--- config.mk ---
export PLATFORM = sky130hd
export DESIGN_NAME = rtnh_front_flat
export DESIGN_NICKNAME = d
export VERILOG_FILES = /design/src/design/rtnh_pkg.sv /design/src/design/rtnh_ifs.sv /design/src/design/rtnh_front.sv /design/src/flat_wrapper.sv
export SDC_FILE = /design/constraint.sdc
export NUM_CORES = 2
export LEC_CHECK = 0
export BUFFER_PORTS_ARGS = -buffer_cell sky130_fd_sc_hd__buf_2
export CORE_AREA = 5 5 425 427
export CTS_CLUSTER_DIAMETER = 50
export CTS_CLUSTER_SIZE = 14
export DETAILED_ROUTE_END_ITERATION = 7
export DIE_AREA = 0 0 430 432
export GPL_ROUTABILITY_DRIVEN = 0
export GPL_TIMING_DRIVEN = 0
export HOLD_SLACK_MARGIN = 0.03
export PLACE_DENSITY = 0.61
export SLEW_MARGIN = 10
export SYNTH_ARGS = -nofsm -noshare
export SYNTH_HDL_FRONTEND = slang
export SYNTH_SLANG_ARGS = --single-unit
--- constraint.sdc ---
create_clock -name clk_i -period 95.2 [get_ports clk_i]
set_clock_uncertainty 0.1 [all_clocks]
set_input_delay 4.76 -clock clk_i [delete_from_list [all_inputs] [get_ports clk_i]]
set_output_delay 4.76 -clock clk_i [all_outputs]
set_load 0.01 [all_outputs]
--- src/design/rtnh_pkg.sv ---
`default_nettype none
package rtnh_pkg;

  localparam int unsigned COORD_WIDTH_DEF   = 32;
  localparam int unsigned FRAC_BITS_DEF     = 16;
  localparam int unsigned MATERIAL_BITS_DEF = 16;

  // normals and edge cross products are clamped to this many signed bits
  localparam int unsigned INNER_BITS = 60;

  // shared multiplier operand, product and accumulator widths
  localparam int unsigned OW        = 64;
  localparam int unsigned PW        = 2 * OW;
  localparam int unsigned AW        = PW + 2;
  localparam int unsigned MUL_DIGIT = 4;

  localparam int unsigned CFG_IDX_W = 3;
  localparam logic [CFG_IDX_W-1:0] CFG_ORIGIN_X = 3'd0;
  localparam logic [CFG_IDX_W-1:0] CFG_ORIGIN_Y = 3'd1;
  localparam logic [CFG_IDX_W-1:0] CFG_ORIGIN_Z = 3'd2;
  localparam logic [CFG_IDX_W-1:0] CFG_DIR_X    = 3'd3;
  localparam logic [CFG_IDX_W-1:0] CFG_DIR_Y    = 3'd4;
  localparam logic [CFG_IDX_W-1:0] CFG_DIR_Z    = 3'd5;

  typedef logic signed [OW-1:0] op_t;
  typedef logic signed [PW-1:0] prod_t;
  typedef logic signed [AW-1:0] acc_t;

  typedef struct packed {
    logic start;
    op_t  a;
    op_t  b;
  } mul_req_t;

  typedef struct packed {
    logic  done;
    prod_t p;
  } mul_rsp_t;

  function automatic op_t sat_inner(acc_t v);
    acc_t mx;
    acc_t mn;
    mx = (acc_t'(1) <<< (INNER_BITS - 1)) - acc_t'(1);
    mn = -mx - acc_t'(1);
    if (v > mx) sat_inner = op_t'(mx);
    else if (v < mn) sat_inner = op_t'(mn);
    else sat_inner = op_t'(v);
  endfunction

endpackage
`default_nettype wire

--- src/design/rtnh_ifs.sv ---
`default_nettype none
interface rtnh_tri_if #(
  parameter int unsigned CW = rtnh_pkg::COORD_WIDTH_DEF,
  parameter int unsigned MB = rtnh_pkg::MATERIAL_BITS_DEF
);
  logic                 valid;
  logic                 ready;
  logic signed [CW-1:0] a_x, a_y, a_z;
  logic signed [CW-1:0] b_x, b_y, b_z;
  logic signed [CW-1:0] c_x, c_y, c_z;
  logic [MB-1:0]        in_material;
  logic                 last;

  modport source (output valid, a_x, a_y, a_z, b_x, b_y, b_z, c_x, c_y, c_z,
                  in_material, last, input ready);
  modport sink (input valid, a_x, a_y, a_z, b_x, b_y, b_z, c_x, c_y, c_z,
                in_material, last, output ready);
endinterface

`default_nettype wire

--- src/design/rtnh_front.sv ---
`default_nettype none
// Takes triangles, forms edge and origin-offset vectors, holds them in a two-entry queue.
module rtnh_front #(
  parameter int unsigned CW = rtnh_pkg::COORD_WIDTH_DEF,
  parameter int unsigned MB = rtnh_pkg::MATERIAL_BITS_DEF
) (
  input  logic                 clk_i,
  input  logic                 rst_ni,
  rtnh_tri_if.sink             tri_i,
  input  logic signed [CW-1:0] org_i [3],
  output logic                 q_valid_o,
  input  logic                 q_ready_i,
  output logic signed [CW-1:0] vert_o [9],
  output logic signed [CW:0]   edge_o [12],
  output logic [MB-1:0]        mat_o,
  output logic                 last_o
);

  logic signed [CW-1:0] in_v [9];
  logic signed [CW:0]   in_e [12];
  logic signed [CW-1:0] v_q [2][9];
  logic signed [CW:0]   e_q [2][12];
  logic [MB-1:0]        m_q [2];
  logic                 l_q [2];
  logic                 wp_q, rp_q;
  logic [1:0]           cnt_q;
  logic                 push, pop;

  assign in_v[0] = tri_i.a_x;
  assign in_v[1] = tri_i.a_y;
  assign in_v[2] = tri_i.a_z;
  assign in_v[3] = tri_i.b_x;
  assign in_v[4] = tri_i.b_y;
  assign in_v[5] = tri_i.b_z;
  assign in_v[6] = tri_i.c_x;
  assign in_v[7] = tri_i.c_y;
  assign in_v[8] = tri_i.c_z;

  always_comb begin
    for (int k = 0; k < 3; k++) begin
      in_e[k]     = (CW+1)'(in_v[3+k]) - (CW+1)'(in_v[k]);
      in_e[3+k]   = (CW+1)'(in_v[6+k]) - (CW+1)'(in_v[3+k]);
      in_e[6+k]   = (CW+1)'(in_v[k])   - (CW+1)'(in_v[6+k]);
      in_e[9+k]   = (CW+1)'(in_v[k])   - (CW+1)'(org_i[k]);
    end
  end

  assign tri_i.ready = (cnt_q != 2'd2);
  assign push        = tri_i.valid && tri_i.ready;
  assign q_valid_o   = (cnt_q != 2'd0);
  assign pop         = q_valid_o && q_ready_i;

  always_ff @(posedge clk_i or negedge rst_ni) begin
    if (!rst_ni) begin
      wp_q  <= 1'b0;
      rp_q  <= 1'b0;
      cnt_q <= 2'd0;
    end else begin
      if (push) wp_q <= ~wp_q;
      if (pop) rp_q <= ~rp_q;
      cnt_q <= cnt_q + 2'(push) - 2'(pop);
    end
  end

  always_ff @(posedge clk_i) begin
    if (push) begin
      v_q[wp_q] <= in_v;
      e_q[wp_q] <= in_e;
      m_q[wp_q] <= tri_i.in_material;
      l_q[wp_q] <= tri_i.last;
    end
  end

  assign vert_o = v_q[rp_q];
  assign edge_o = e_q[rp_q];
  assign mat_o  = m_q[rp_q];
  assign last_o = l_q[rp_q];

endmodule
`default_nettype wire

--- src/flat_wrapper.sv ---
// flat-port wrapper written by rule: the top's interface ports become plain ports
module rtnh_front_flat 
#(
  parameter int unsigned CW = rtnh_pkg::COORD_WIDTH_DEF,
  parameter int unsigned MB = rtnh_pkg::MATERIAL_BITS_DEF
)
  (clk_i, rst_ni, org_i, q_valid_o, q_ready_i, vert_o, edge_o, mat_o, last_o, tri_i_valid, tri_i_a_x, tri_i_a_y, tri_i_a_z, tri_i_b_x, tri_i_b_y, tri_i_b_z, tri_i_c_x, tri_i_c_y, tri_i_c_z, tri_i_in_material, tri_i_last, tri_i_ready);
  rtnh_tri_if #(.CW(CW), .MB(MB)) tri_i_i ();
  input  logic clk_i;
  input  logic rst_ni;
  input  logic signed [CW-1:0] org_i[3];
  output logic q_valid_o;
  input  logic q_ready_i;
  output logic signed [CW-1:0] vert_o[9];
  output logic signed [CW:0] edge_o[12];
  output logic [MB-1:0] mat_o;
  output logic last_o;
  input wire logic [$bits(tri_i_i.valid)-1:0] tri_i_valid;
  input wire logic [$bits(tri_i_i.a_x)-1:0] tri_i_a_x;
  input wire logic [$bits(tri_i_i.a_y)-1:0] tri_i_a_y;
  input wire logic [$bits(tri_i_i.a_z)-1:0] tri_i_a_z;
  input wire logic [$bits(tri_i_i.b_x)-1:0] tri_i_b_x;
  input wire logic [$bits(tri_i_i.b_y)-1:0] tri_i_b_y;
  input wire logic [$bits(tri_i_i.b_z)-1:0] tri_i_b_z;
  input wire logic [$bits(tri_i_i.c_x)-1:0] tri_i_c_x;
  input wire logic [$bits(tri_i_i.c_y)-1:0] tri_i_c_y;
  input wire logic [$bits(tri_i_i.c_z)-1:0] tri_i_c_z;
  input wire logic [$bits(tri_i_i.in_material)-1:0] tri_i_in_material;
  input wire logic [$bits(tri_i_i.last)-1:0] tri_i_last;
  output wire logic [$bits(tri_i_i.ready)-1:0] tri_i_ready;
  assign tri_i_i.valid = tri_i_valid;
  assign tri_i_i.a_x = tri_i_a_x;
  assign tri_i_i.a_y = tri_i_a_y;
  assign tri_i_i.a_z = tri_i_a_z;
  assign tri_i_i.b_x = tri_i_b_x;
  assign tri_i_i.b_y = tri_i_b_y;
  assign tri_i_i.b_z = tri_i_b_z;
  assign tri_i_i.c_x = tri_i_c_x;
  assign tri_i_i.c_y = tri_i_c_y;
  assign tri_i_i.c_z = tri_i_c_z;
  assign tri_i_i.in_material = tri_i_in_material;
  assign tri_i_i.last = tri_i_last;
  assign tri_i_ready = tri_i_i.ready;
  rtnh_front #(.CW(CW), .MB(MB)) u_core (.clk_i(clk_i), .rst_ni(rst_ni), .tri_i(tri_i_i), .org_i(org_i), .q_valid_o(q_valid_o), .q_ready_i(q_ready_i), .vert_o(vert_o), .edge_o(edge_o), .mat_o(mat_o), .last_o(last_o));
endmodule
==> impl_results.md <==
* Max Clk Rate at 115 MHz
* Crit share post-route at 9.15%
* IO Port Bufs at 1107
* Sequential area share after synthesis at 60.1%
* Kind of critical path: register to output pin
* Final core occ at 48.4%
* CORE AREA at 176000 sq um
* Global route total overflow at 0
* Ranking of synthesized cells by area: edfxtp_1 (60%), mux2_2 (11%), ha_1 (6.9%)
* DRT antenna net count at 0
* Chip width at 430 um
* Clock Pin Slew Worst Setup and Hold Paths at 0.06 ns
* Post-synth ARST share at 0.284%
* Worst Reg-to-Reg Cells at 12
* Clk buf depth at 3
* Critical path data required time at 90.34 ns
* Share of layout cells above drive strength 1 at 33.3%
* Slowest stage delay, CP at 1.01 ns
* Worst hold path depth at 1
* Synthesized area at 70200 sq um
* # resized after CTS at 0
* Hold Violations, Final at 0
* Worst R2R End: u_core.e_q[0][149]
* Slowest CP cell: clkbuf_1
* Slew @ Worst Pin at 1.36 ns
* Post-CTS Setup Inserts at 0
* CP endpoint kind: output pin
* Hold WC Path Type: register to register
* Max cap viols at 0
* Vias in the first global route at 46747
* Clk Latency, worst-skew pair at 0.78 ns
* # clock sinks at 1406
* Initial antenna violation count at 38
* Total CTS buffers at 157
* Vias/cell at 5.33
* Min-Delay Endpoint: u_core.cnt_q[1]
* CP Max Fanout at 11
* Die area at 186000 sq um
* R2r setup slk at 91.82 ns
* Final WL at 230000 um
* TritonCTS clock tree: done
* VDD IR-drop max at 0.0196 mV
* Setup_tns at 0 ns
* Synth Register Bits at 1406
* Nets at 7203
* Worst rel slew slack at 9.03%
* H-tree depth at 4
* Via count at 47348
* Share of the synthesized area in the top cell type at 60.0%
* Finish-stage setup viols at 0
* Initial Utilization at 39.9%
* LEAKAGE at 34.2 nW
* Largest net degree at the start of global routing at 56
* Syn. warnings at 0
* Most used cell, CP: clkbuf_1
* Synth unique cells at 94
* DP HPWL at 183000 um
* Chip Height at 432 um
* Avg Inst Size Synth at 13.8 sq um
* Num rows at 154
* First DRT Iteration DRCs at 3609
* Synth Net Count at 5886
* Clk root buf: clkbuf_16
* Worst R2R Start: u_core.cnt_q[1]
* RSZ-0062 raised after global routing: false
* GRT Overall Usage at 23.7%
* Tmin final at 8.71 ns
* CTS Hold Bufs at 0
* P&R area growth vs syn at 21.2%
* Yosys top cell by area: edfxtp_1
* Ports at 1108
* Synthesized instance count at 5083
* Avg WL per Cell at 25.9 um
* Router iterations before antenna repair at 6
* CP arrival at 3.85 ns
* Min-delay src: u_core.cnt_q[1]
* Status: finished, final reports clean
* CP Cell Sequence: clkbuf_1 -> clkbuf_2 -> buf_12 -> clkbuf_1 -> mux2_2 -> buf_2
* Power Dens Cells at 28.2 nW/um^2
* DRC at 0
* Final Max Tran Viols at 0
* First-pass GRT wire length at 321000 um
* Critical Path Start Type: register
* Post-synth EDFFs at 1402
* Ys flop type: edfxtp_1
[layout make-up]
cell class              count  area [sq um]
fillers                 15562         90700
flip-flops and latches   1406         42200
multi-input cells        3097         25800
repair buffers           1158          6700
clock buffers             182          4160
well taps                2340          2930
inverters                 487          1830
clock inverters            97           990
plain buffers              93           359
diodes                     22          55.1
[sequential cells by signal, summed over array words and instances, names as in the netlist]
| register | flops |
|---|---|
| u_core.cnt_q | 2 |
| u_core.m_q | 32 |
| u_core.wp_q | 1 |
| u_core.rp_q | 1 |
| u_core.e_q | 792 |
| u_core.l_q | 2 |
| u_core.v_q | 576 |
[power breakdown]
group	internal [W]	switching [W]
clock network	0.000346	0.000261
logic	0.000345	0.000548
registers	0.000871	0.0000275
total	0.00156	0.000837
[kinds of logic (layout without fill, tap and decap cells)]
group,Yosys count,count (layout),synth area share [%]
other,0,22,0
multiplexers,706,706,11.3
adder cells (fa/ha/maj),398,398,7.22
flip-flops,1406,1406,60.1
AND/OR/NAND/NOR,708,708,4.91
AO/OA/AOI/OAI,957,957,9.21
XOR/XNOR,328,328,4.09
buffers and inverters,580,2017,3.10
[per-layer routing]
layer / up-vias / part of all wire (%) / global-route usage (%)
met3: 397 / 6.4 / 4.69
li1: 21753 / - / -
met5: - / 0 / 0
met4: 0 / 5.1 / 11.1
met1: 23489 / 40 / 29.4
met2: 1709 / 48 / 39.9
[cells in the mapped netlist (12+ instances only)]
cell type / instances
clkbuf_1: 92
nand2_1: 142
o211ai_1: 16
a211oi_1: 29
o31ai_1: 20
xor2_1: 81
mux2_2: 703
ha_1: 386
edfxtp_1: 1402
and2_1: 12
nor2b_1: 53
or3_1: 15
nor2_1: 212
o21bai_1: 49
nand4_1: 25
o21ai_1: 13
a21oi_1: 282
o21ai_0: 139
a21o_1: 176
xnor2_1: 247
fa_1: 12
nor3_1: 61
and3_1: 27
inv_1: 487
o21a_1: 54
nand3_1: 73
a31oi_1: 28
nand2b_1: 47
[critical path: cells and delay by family (launching register included)]
family                 cells  cell delay, ns
flip-flops                 1            0.32
multiplexers               1            0.43
buffers and inverters      5            2.23
[through the flow]
step / worst slack, ns / cell area (sq um) / instances / hold slack [ns] / power [W]
floorplan: 59.49 / 70200 / 5083 / 0.359 / 0.00154
global placement: 39.69 / 78600 / 8530 / 0.375 / 0.00204
detailed placement: 86.56 / 79800 / 8581 / 0.400 / 0.00181
CTS: 86.42 / 85000 / 8860 / 0.413 / 0.00243
global route: 86.40 / 85000 / 8876 / 0.448 / 0.00250
finish: 86.49 / 85000 / 8882 / 0.403 / 0.00240
[how the worst max path moves through the flow]
stage	from	end	slack [ns]	depth (start not counted)
after floorplan	tri_i_valid	u_core.e_q[0][0]	59.49	2
after global placement	tri_i_valid	u_core.e_q[0][40]	39.69	3
after detailed placement	tri_i_c_x[1]	u_core.e_q[0][194]	86.56	13
after CTS	u_core.rp_q	vert_o[219]	86.42	6
after global routing	u_core.rp_q	vert_o[221]	86.40	6
final	u_core.rp_q	vert_o[219]	86.49	6
[placed cells by master, fill, tap and decap left out, drive strengths merged, types with 18 or more instances in the layout]
cell / instances
nor2b: 53
o21ai: 154
nor2: 212
nor3: 64
clkbuf: 274
buf: 1159
nand3: 73
o21a: 55
diode: 22
xnor2: 247
o21bai: 49
mux2: 703
ha: 386
o31ai: 23
nand4: 26
o211ai: 18
and3: 27
a31oi: 31
a211oi: 30
inv: 518
nand2: 143
a21o: 176
xor2: 81
a21oi: 287
clkinv: 42
edfxtp: 1402
nand2b: 47
(Power assumes the default switching activity.)
