--- src/design/rtnh_pkg.sv ---
`default_nettype none
package rtnh_pkg;

  localparam int unsigned COORD_WIDTH_DEF   = 32;
  localparam int unsigned FRAC_BITS_DEF     = 16;
  localparam int unsigned MATERIAL_BITS_DEF = 16;

  // normals and edge cross products are clamped to this many signed bits
  localparam int unsigned INNER_BITS = 60;

  // shared multiplier operand, product and accumulator widths
  localparam int unsigned OW        = 64;
  localparam int unsigned PW        = 2 * OW;
  localparam int unsigned AW        = PW + 2;
  localparam int unsigned MUL_DIGIT = 4;

  localparam int unsigned CFG_IDX_W = 3;
  localparam logic [CFG_IDX_W-1:0] CFG_ORIGIN_X = 3'd0;
  localparam logic [CFG_IDX_W-1:0] CFG_ORIGIN_Y = 3'd1;
  localparam logic [CFG_IDX_W-1:0] CFG_ORIGIN_Z = 3'd2;
  localparam logic [CFG_IDX_W-1:0] CFG_DIR_X    = 3'd3;
  localparam logic [CFG_IDX_W-1:0] CFG_DIR_Y    = 3'd4;
  localparam logic [CFG_IDX_W-1:0] CFG_DIR_Z    = 3'd5;

  typedef logic signed [OW-1:0] op_t;
  typedef logic signed [PW-1:0] prod_t;
  typedef logic signed [AW-1:0] acc_t;

  typedef struct packed {
    logic start;
    op_t  a;
    op_t  b;
  } mul_req_t;

  typedef struct packed {
    logic  done;
    prod_t p;
  } mul_rsp_t;

  function automatic op_t sat_inner(acc_t v);
    acc_t mx;
    acc_t mn;
    mx = (acc_t'(1) <<< (INNER_BITS - 1)) - acc_t'(1);
    mn = -mx - acc_t'(1);
    if (v > mx) sat_inner = op_t'(mx);
    else if (v < mn) sat_inner = op_t'(mn);
    else sat_inner = op_t'(v);
  endfunction

endpackage
`default_nettype wire

--- src/design/rtnh_mul.sv ---
`default_nettype none
// Signed multiplier, magnitude times magnitude, MUL_DIGIT bits of b per cycle.
module rtnh_mul (
  input  logic               clk_i,
  input  logic               rst_ni,
  input  rtnh_pkg::mul_req_t req_i,
  output rtnh_pkg::mul_rsp_t rsp_o
);

  localparam int unsigned STEPS = rtnh_pkg::OW / rtnh_pkg::MUL_DIGIT;
  localparam int unsigned CNT_W = $clog2(STEPS);
  localparam int unsigned PPW   = rtnh_pkg::OW + rtnh_pkg::MUL_DIGIT;

  logic [rtnh_pkg::OW-1:0] ma_q, mb_q, ua, ub;
  logic                    neg_q, busy_q, done_q;
  logic [rtnh_pkg::PW-1:0] acc_q, acc_d;
  logic [PPW-1:0]          pp;
  logic [CNT_W-1:0]        cnt_q;
  rtnh_pkg::prod_t         p_q;

  assign ua = req_i.a[rtnh_pkg::OW-1] ? rtnh_pkg::OW'(-req_i.a) : rtnh_pkg::OW'(req_i.a);
  assign ub = req_i.b[rtnh_pkg::OW-1] ? rtnh_pkg::OW'(-req_i.b) : rtnh_pkg::OW'(req_i.b);
  assign pp = PPW'(ma_q) * PPW'(mb_q[rtnh_pkg::OW-1 -: rtnh_pkg::MUL_DIGIT]);
  assign acc_d = (acc_q << rtnh_pkg::MUL_DIGIT) + rtnh_pkg::PW'(pp);

  always_ff @(posedge clk_i or negedge rst_ni) begin
    if (!rst_ni) begin
      busy_q <= 1'b0;
      done_q <= 1'b0;
      cnt_q  <= '0;
    end else begin
      done_q <= 1'b0;
      if (!busy_q) begin
        if (req_i.start) begin
          busy_q <= 1'b1;
          cnt_q  <= '0;
        end
      end else begin
        cnt_q <= cnt_q + CNT_W'(1);
        if (cnt_q == CNT_W'(STEPS - 1)) begin
          busy_q <= 1'b0;
          done_q <= 1'b1;
        end
      end
    end
  end

  always_ff @(posedge clk_i) begin
    if (!busy_q) begin
      if (req_i.start) begin
        ma_q  <= ua;
        mb_q  <= ub;
        neg_q <= req_i.a[rtnh_pkg::OW-1] ^ req_i.b[rtnh_pkg::OW-1];
        acc_q <= '0;
      end
    end else begin
      acc_q <= acc_d;
      mb_q  <= mb_q << rtnh_pkg::MUL_DIGIT;
      if (cnt_q == CNT_W'(STEPS - 1)) begin
        p_q <= neg_q ? -rtnh_pkg::prod_t'(acc_d) : rtnh_pkg::prod_t'(acc_d);
      end
    end
  end

  assign rsp_o.done = done_q;
  assign rsp_o.p    = p_q;

endmodule
`default_nettype wire

--- config.mk ---
export PLATFORM = sky130hd
export DESIGN_NAME = rtnh_mul
export DESIGN_NICKNAME = d
export VERILOG_FILES = /design/src/design/rtnh_pkg.sv /design/src/design/rtnh_mul.sv
export SDC_FILE = /design/constraint.sdc
export NUM_CORES = 1
export LEC_CHECK = 0
export ABC_CLOCK_PERIOD_IN_PS = 18390
export BUFFER_PORTS_ARGS = -buffer_cell sky130_fd_sc_hd__buf_2
export CELL_PAD_IN_SITES_DETAIL_PLACEMENT = 0
export CELL_PAD_IN_SITES_GLOBAL_PLACEMENT = 1
export CORE_MARGIN = 1.5
export CORE_UTILIZATION = 28
export CTS_CLUSTER_SIZE = 40
export DETAILED_ROUTE_END_ITERATION = 16
export PLACE_DENSITY = 0.62
export SETUP_SLACK_MARGIN = 0.05
export SLEW_MARGIN = 15
export SYNTH_ARGS = -nofsm -noshare
export SYNTH_HDL_FRONTEND = slang
export SYNTH_SLANG_ARGS = --single-unit
--- constraint.sdc ---
create_clock -name clk_i -period 18.39 [get_ports clk_i]
set_clock_uncertainty 0.2 [all_clocks]
set_input_delay 0.9195 -clock clk_i [delete_from_list [all_inputs] [get_ports clk_i]]
set_output_delay 0.9195 -clock clk_i [all_outputs]
set_load 0.01 [all_outputs]
==> impl_table.tex <==
\begin{tabular}{lr}
\hline
Metric & Value \\
\hline
\multicolumn{2}{l}{\textbf{Worst setup path}} \\
\quad Crit-path max FO & 64 \\
\quad Startpoint-to-endpoint class of the critical path & reg -> reg \\
\quad Buffers plus inverters on the worst setup path & 4 \\
\quad Highest cell delay on the worst timing path & 0.78 ns \\
\quad Master of the slowest instance on the critical path & sky130\_fd\_sc\_hd\_\_a221oi\_2 \\
\quad Critical path, cell by cell & buf\_4, and2\_1, fa\_1, fa\_1, inv\_1, fa\_1, inv\_1, ha\_1, a211oi\_1, o21ai\_0, a221oi\_2, a2111oi\_0, buf\_4, o31ai\_1, a211oi\_1, xnor2\_1, o21ai\_0, nor4\_1, nand4\_1, o41ai\_1, xor2\_1 \\
\quad Top delay family on crit path & compound AO/OA/AOI/OAI gates \\
\quad Endpoint required time on the critical path & 18.57 ns \\
\quad Endpoint arrival time on the critical path & 9.45 ns \\
\quad Startpoint type of the worst setup path & flip-flop \\
\quad Crit path capture type & flip-flop \\
\quad Cell type with the highest occurrence count on the critical path & sky130\_fd\_sc\_hd\_\_fa\_1 \\
\multicolumn{2}{l}{\textbf{Clocking}} \\
\quad Clock transition time at the flip-flop clock pins of the worst setup and hold paths & 0.06 ns \\
\quad Post-CTS Repair Setup Buffers & 0 \\
\quad Clk\_lat worst skew & 0.66 ns \\
\quad CTS tree & built \\
\quad Resized cells post-CTS & 0 \\
\quad Clock tree buffer depth & 3 \\
\quad Number of levels the H-tree was split into & 2 \\
\quad Clock tree root buffer cell & sky130\_fd\_sc\_hd\_\_clkbuf\_16 \\
\quad CTS sink cnt & 387 \\
\quad Hold\_buf cts & 1 \\
\quad Total clock buffers created by CTS & 50 \\
\multicolumn{2}{l}{\textbf{Floorplanning}} \\
\quad Starting utilization of the core area & 28.2\% \\
\quad Floorplan die height & 350 um \\
\quad Die area & 122,000 um2 \\
\quad I/O Pins & 260 \\
\quad Core Rows & 127 \\
\quad Core region area & 119,000 um2 \\
\quad Chip Width & 350 um \\
\multicolumn{2}{l}{\textbf{Drt}} \\
\quad Via density & 5.25 \\
\quad Via count & 28,600 \\
\quad WL per Instance & 23.8 um \\
\quad Wire length after detailed routing & 130,000 um \\
\quad Antenna violation net count after detailed routing & 0 \\
\quad Starting DRT DRC Count & 2,145 \\
\quad Remaining DRCs & 0 \\
\quad Pre-antenna DRT Iters & 6 \\
\multicolumn{2}{l}{\textbf{Synthesis}} \\
\quad Asr flop ratio synth & 1.55\% \\
\quad Total standard cell area after synthesis & 33,700 um2 \\
\quad Synth cell types & 102 \\
\quad Post-Synth Adder-Cell Area & 14.1\% \\
\quad Mapped Nets & 4,006 \\
\quad Most used standard cell by instance count after synthesis & sky130\_fd\_sc\_hd\_\_edfxtp\_1 \\
\quad Syn. warnings & 0 \\
\quad Seq/Total Area, Yosys & 34.3\% \\
\quad Compound-cell area share of the yosys netlist & 14.8\% \\
\quad Multiplexer fraction of the synthesized cell area & 0.279\% \\
\quad Top cells by area in the synthesized netlist & sky130\_fd\_sc\_hd\_\_edfxtp\_1 (34\%), sky130\_fd\_sc\_hd\_\_fa\_1 (11\%), sky130\_fd\_sc\_hd\_\_and2\_1 (6.3\%) \\
\quad Simple-gate share of the synthesized area & 22.8\% \\
\quad FF+latch count, synth & 387 \\
\quad Share of the synthesized area in the top cell type & 33.6\% \\
\quad Main combinational cell family by area after synthesis & simple AND/OR/NAND/NOR gates \\
\quad Synth Area in XOR/XNOR & 8.72\% \\
\quad Synthesized area per cell & 9.33 um2 \\
\quad Most used DFF post-synth & sky130\_fd\_sc\_hd\_\_edfxtp\_1 \\
\quad Number of instances in the synthesized netlist & 3,608 \\
\quad Largest area contributor in the synthesized netlist & sky130\_fd\_sc\_hd\_\_edfxtp\_1 \\
\quad Count of flip-flops with a built-in enable after synthesis & 377 \\
\quad Commonest cells in the netlist & sky130\_fd\_sc\_hd\_\_edfxtp\_1 (377), sky130\_fd\_sc\_hd\_\_and2\_1 (338), sky130\_fd\_sc\_hd\_\_nand2\_1 (307), sky130\_fd\_sc\_hd\_\_inv\_1 (282), sky130\_fd\_sc\_hd\_\_o21ai\_0 (234) \\
\multicolumn{2}{l}{\textbf{Global route}} \\
\quad Gr usage total & 21.1\% \\
\quad Remaining global-route overflow & 0 \\
\quad Largest net degree at the start of global routing & 89 \\
\quad Via count of the first global-routing pass & 28,900 \\
\quad First-pass GRT wire length & 192,000 um \\
\quad Number of antenna violations at the first check in global routing & 1 \\
\multicolumn{2}{l}{\textbf{STA}} \\
\quad Transition at the pin with the smallest max-transition slack & 1.32 ns \\
\quad Setup repair after global routing missed its margin & false \\
\quad Worst slew slack as a fraction of its limit & 11.2\% \\
\quad Worst Hold Slack & 0.294 ns \\
\quad Final number of setup-violating endpoints & 0 \\
\quad Accumulated negative setup slack & 0 ns \\
\quad Count of final hold-check violations & 0 \\
\quad Max Clock Freq & 0.108 GHz \\
\quad Count of pins over their slew limit & 0 \\
\quad Crit share post-route & 50.4\% \\
\quad Min Tclk post-route & 9.27 ns \\
\multicolumn{2}{l}{\textbf{Final layout}} \\
\quad Total area of multi-input combinational cells & 20,400 um2 \\
\quad \# nets final & 4,194 \\
\quad Synthesis-to-layout area growth & 13.6\% \\
\quad Fraction of final layout cells with drive strength greater than 1 & 11.9\% \\
\quad Final-layout fill cell count & 12,700 \\
\quad Flip-flop and latch area & 11,600 um2 \\
\multicolumn{2}{l}{\textbf{Place}} \\
\quad Number of buffers inserted by port buffering & 259 \\
\quad Final Wtd Congestion & 0.951 \\
\quad Detailed-placement wirelength estimate & 105,000 um \\
\multicolumn{2}{l}{\textbf{Min path}} \\
\quad Tightest Hold Check Type & reg -> reg \\
\multicolumn{2}{l}{\textbf{Run status}} \\
\quad Run status & finished, final reports clean \\
\multicolumn{2}{l}{\textbf{Run}} \\
\quad Maximum capacitance violations & 0 \\
\hline
\end{tabular}
[sequential cells by signal, indices dropped and copies added (netlist names)]
signal  cells
acc_q     124
busy_q      1
cnt_q       4
done_q      1
ma_q       64
mb_q       64
neg_q       1
p_q       128
[cell type report]
type	count	area share (%)
diodes	1	0.00654
clock buffers	57	3.34
clock inverters	34	0.864
inverters	283	2.79
multi-input cells	2778	53.4
flip-flops and latches	387	30.2
well taps	1612	5.27
repair buffers	296	4.12
[cells by family after synthesis]
family / after synthesis
AO/OA/AOI/OAI: 747
adder cells (fa/ha/maj): 267
buffers and inverters: 443
multiplexers: 9
AND/OR/NAND/NOR: 1420
flip-flops: 387
XOR/XNOR: 335
[per-layer routing]
layer | GRT usage [%] | share of wire, % | vias up
li1 | - | - | 13300
met1 | 27.1 | 43 | 14300
met2 | 36.5 | 49 | 829
met3 | 3.30 | 5.5 | 164
met4 | 6.10 | 2.8 | 0
met5 | 0 | 0 | -
[worst paths after layout]
check / startpoint / end / slack (ns) / cells past startpoint
worst max-delay path: mb_q[62] / p_q[125] / 9.12 / 21
worst min-delay path: mb_q[1] / mb_q[1] / 0.29 / 2
worst max register to register: mb_q[62] / p_q[125] / 9.12 / 21
worst min register to register: mb_q[1] / mb_q[1] / 0.29 / 2
max in group asynchronous: rst_ni / busy_q / 17.35 / 2
min in group asynchronous: rst_ni / done_q / 0.44 / 2
[cells in the final DEF, fill, tap and decap left out, types with 7 or more instances in the layout]
cell | synthesis | final
sky130_fd_sc_hd__a22oi_1 | 11 | 11
sky130_fd_sc_hd__nand3_1 | 87 | 87
sky130_fd_sc_hd__o21ai_1 | 9 | 9
sky130_fd_sc_hd__buf_4 | 1 | 36
sky130_fd_sc_hd__or2_2 | 27 | 27
sky130_fd_sc_hd__a21o_1 | 22 | 22
sky130_fd_sc_hd__xor2_1 | 128 | 128
sky130_fd_sc_hd__o31ai_1 | 92 | 92
sky130_fd_sc_hd__o211ai_1 | 19 | 19
sky130_fd_sc_hd__a21oi_1 | 136 | 136
sky130_fd_sc_hd__ha_1 | 80 | 80
sky130_fd_sc_hd__o21bai_1 | 9 | 9
sky130_fd_sc_hd__or4_1 | 31 | 31
sky130_fd_sc_hd__clkinv_2 | 0 | 8
sky130_fd_sc_hd__o21a_1 | 18 | 18
sky130_fd_sc_hd__a211o_1 | 9 | 9
sky130_fd_sc_hd__clkbuf_16 | 0 | 50
sky130_fd_sc_hd__nand4_1 | 115 | 115
sky130_fd_sc_hd__o41ai_1 | 41 | 41
sky130_fd_sc_hd__clkbuf_1 | 145 | 7
sky130_fd_sc_hd__o21ai_0 | 234 | 234
sky130_fd_sc_hd__inv_1 | 282 | 280
sky130_fd_sc_hd__and3_1 | 33 | 33
sky130_fd_sc_hd__a211oi_1 | 28 | 28
sky130_fd_sc_hd__a221oi_1 | 9 | 9
sky130_fd_sc_hd__nor4_1 | 51 | 51
sky130_fd_sc_hd__buf_2 | 10 | 259
sky130_fd_sc_hd__and2_1 | 338 | 338
sky130_fd_sc_hd__fa_1 | 187 | 187
sky130_fd_sc_hd__nand2_1 | 307 | 307
sky130_fd_sc_hd__edfxtp_1 | 377 | 377
sky130_fd_sc_hd__a31oi_1 | 19 | 19
sky130_fd_sc_hd__nor3_1 | 73 | 73
sky130_fd_sc_hd__clkinvlp_4 | 0 | 8
sky130_fd_sc_hd__nor2b_1 | 10 | 10
sky130_fd_sc_hd__xnor2_1 | 207 | 207
sky130_fd_sc_hd__nor2_1 | 222 | 221
sky130_fd_sc_hd__or3_1 | 39 | 39
sky130_fd_sc_hd__and4_1 | 18 | 18
sky130_fd_sc_hd__nand2b_1 | 14 | 14
[through the flow]
| stage | setup slack [ns] | cell area [um2] | utilization, % | std cells |
|---|---|---|---|---|
| floorplan | 11.18 | 33700 | - | 3608 |
| global placement | 9.22 | 36600 | 30.7 | 5355 |
| detailed placement | 9.24 | 36600 | 30.7 | 5355 |
| CTS | 9.21 | 38200 | 32.0 | 5447 |
| global route | 8.52 | 38200 | 32.0 | 5447 |
| finish | 9.12 | 38200 | 32.0 | 5448 |
[worst register-to-register path, delay by kind of cell (launching register included)]
kind | cells | cell delay [ns]
AO/OA/AOI/OAI | 8 | 3.58
adder cells (fa/ha/maj) | 4 | 1.87
AND/OR/NAND/NOR | 3 | 1.33
XOR/XNOR | 2 | 0.87
buffers and inverters | 4 | 0.81
flip-flops | 1 | 0.32
Power is not shown: default switching activity piles up to over one toggle a cycle in this logic, so the estimate is an artifact.
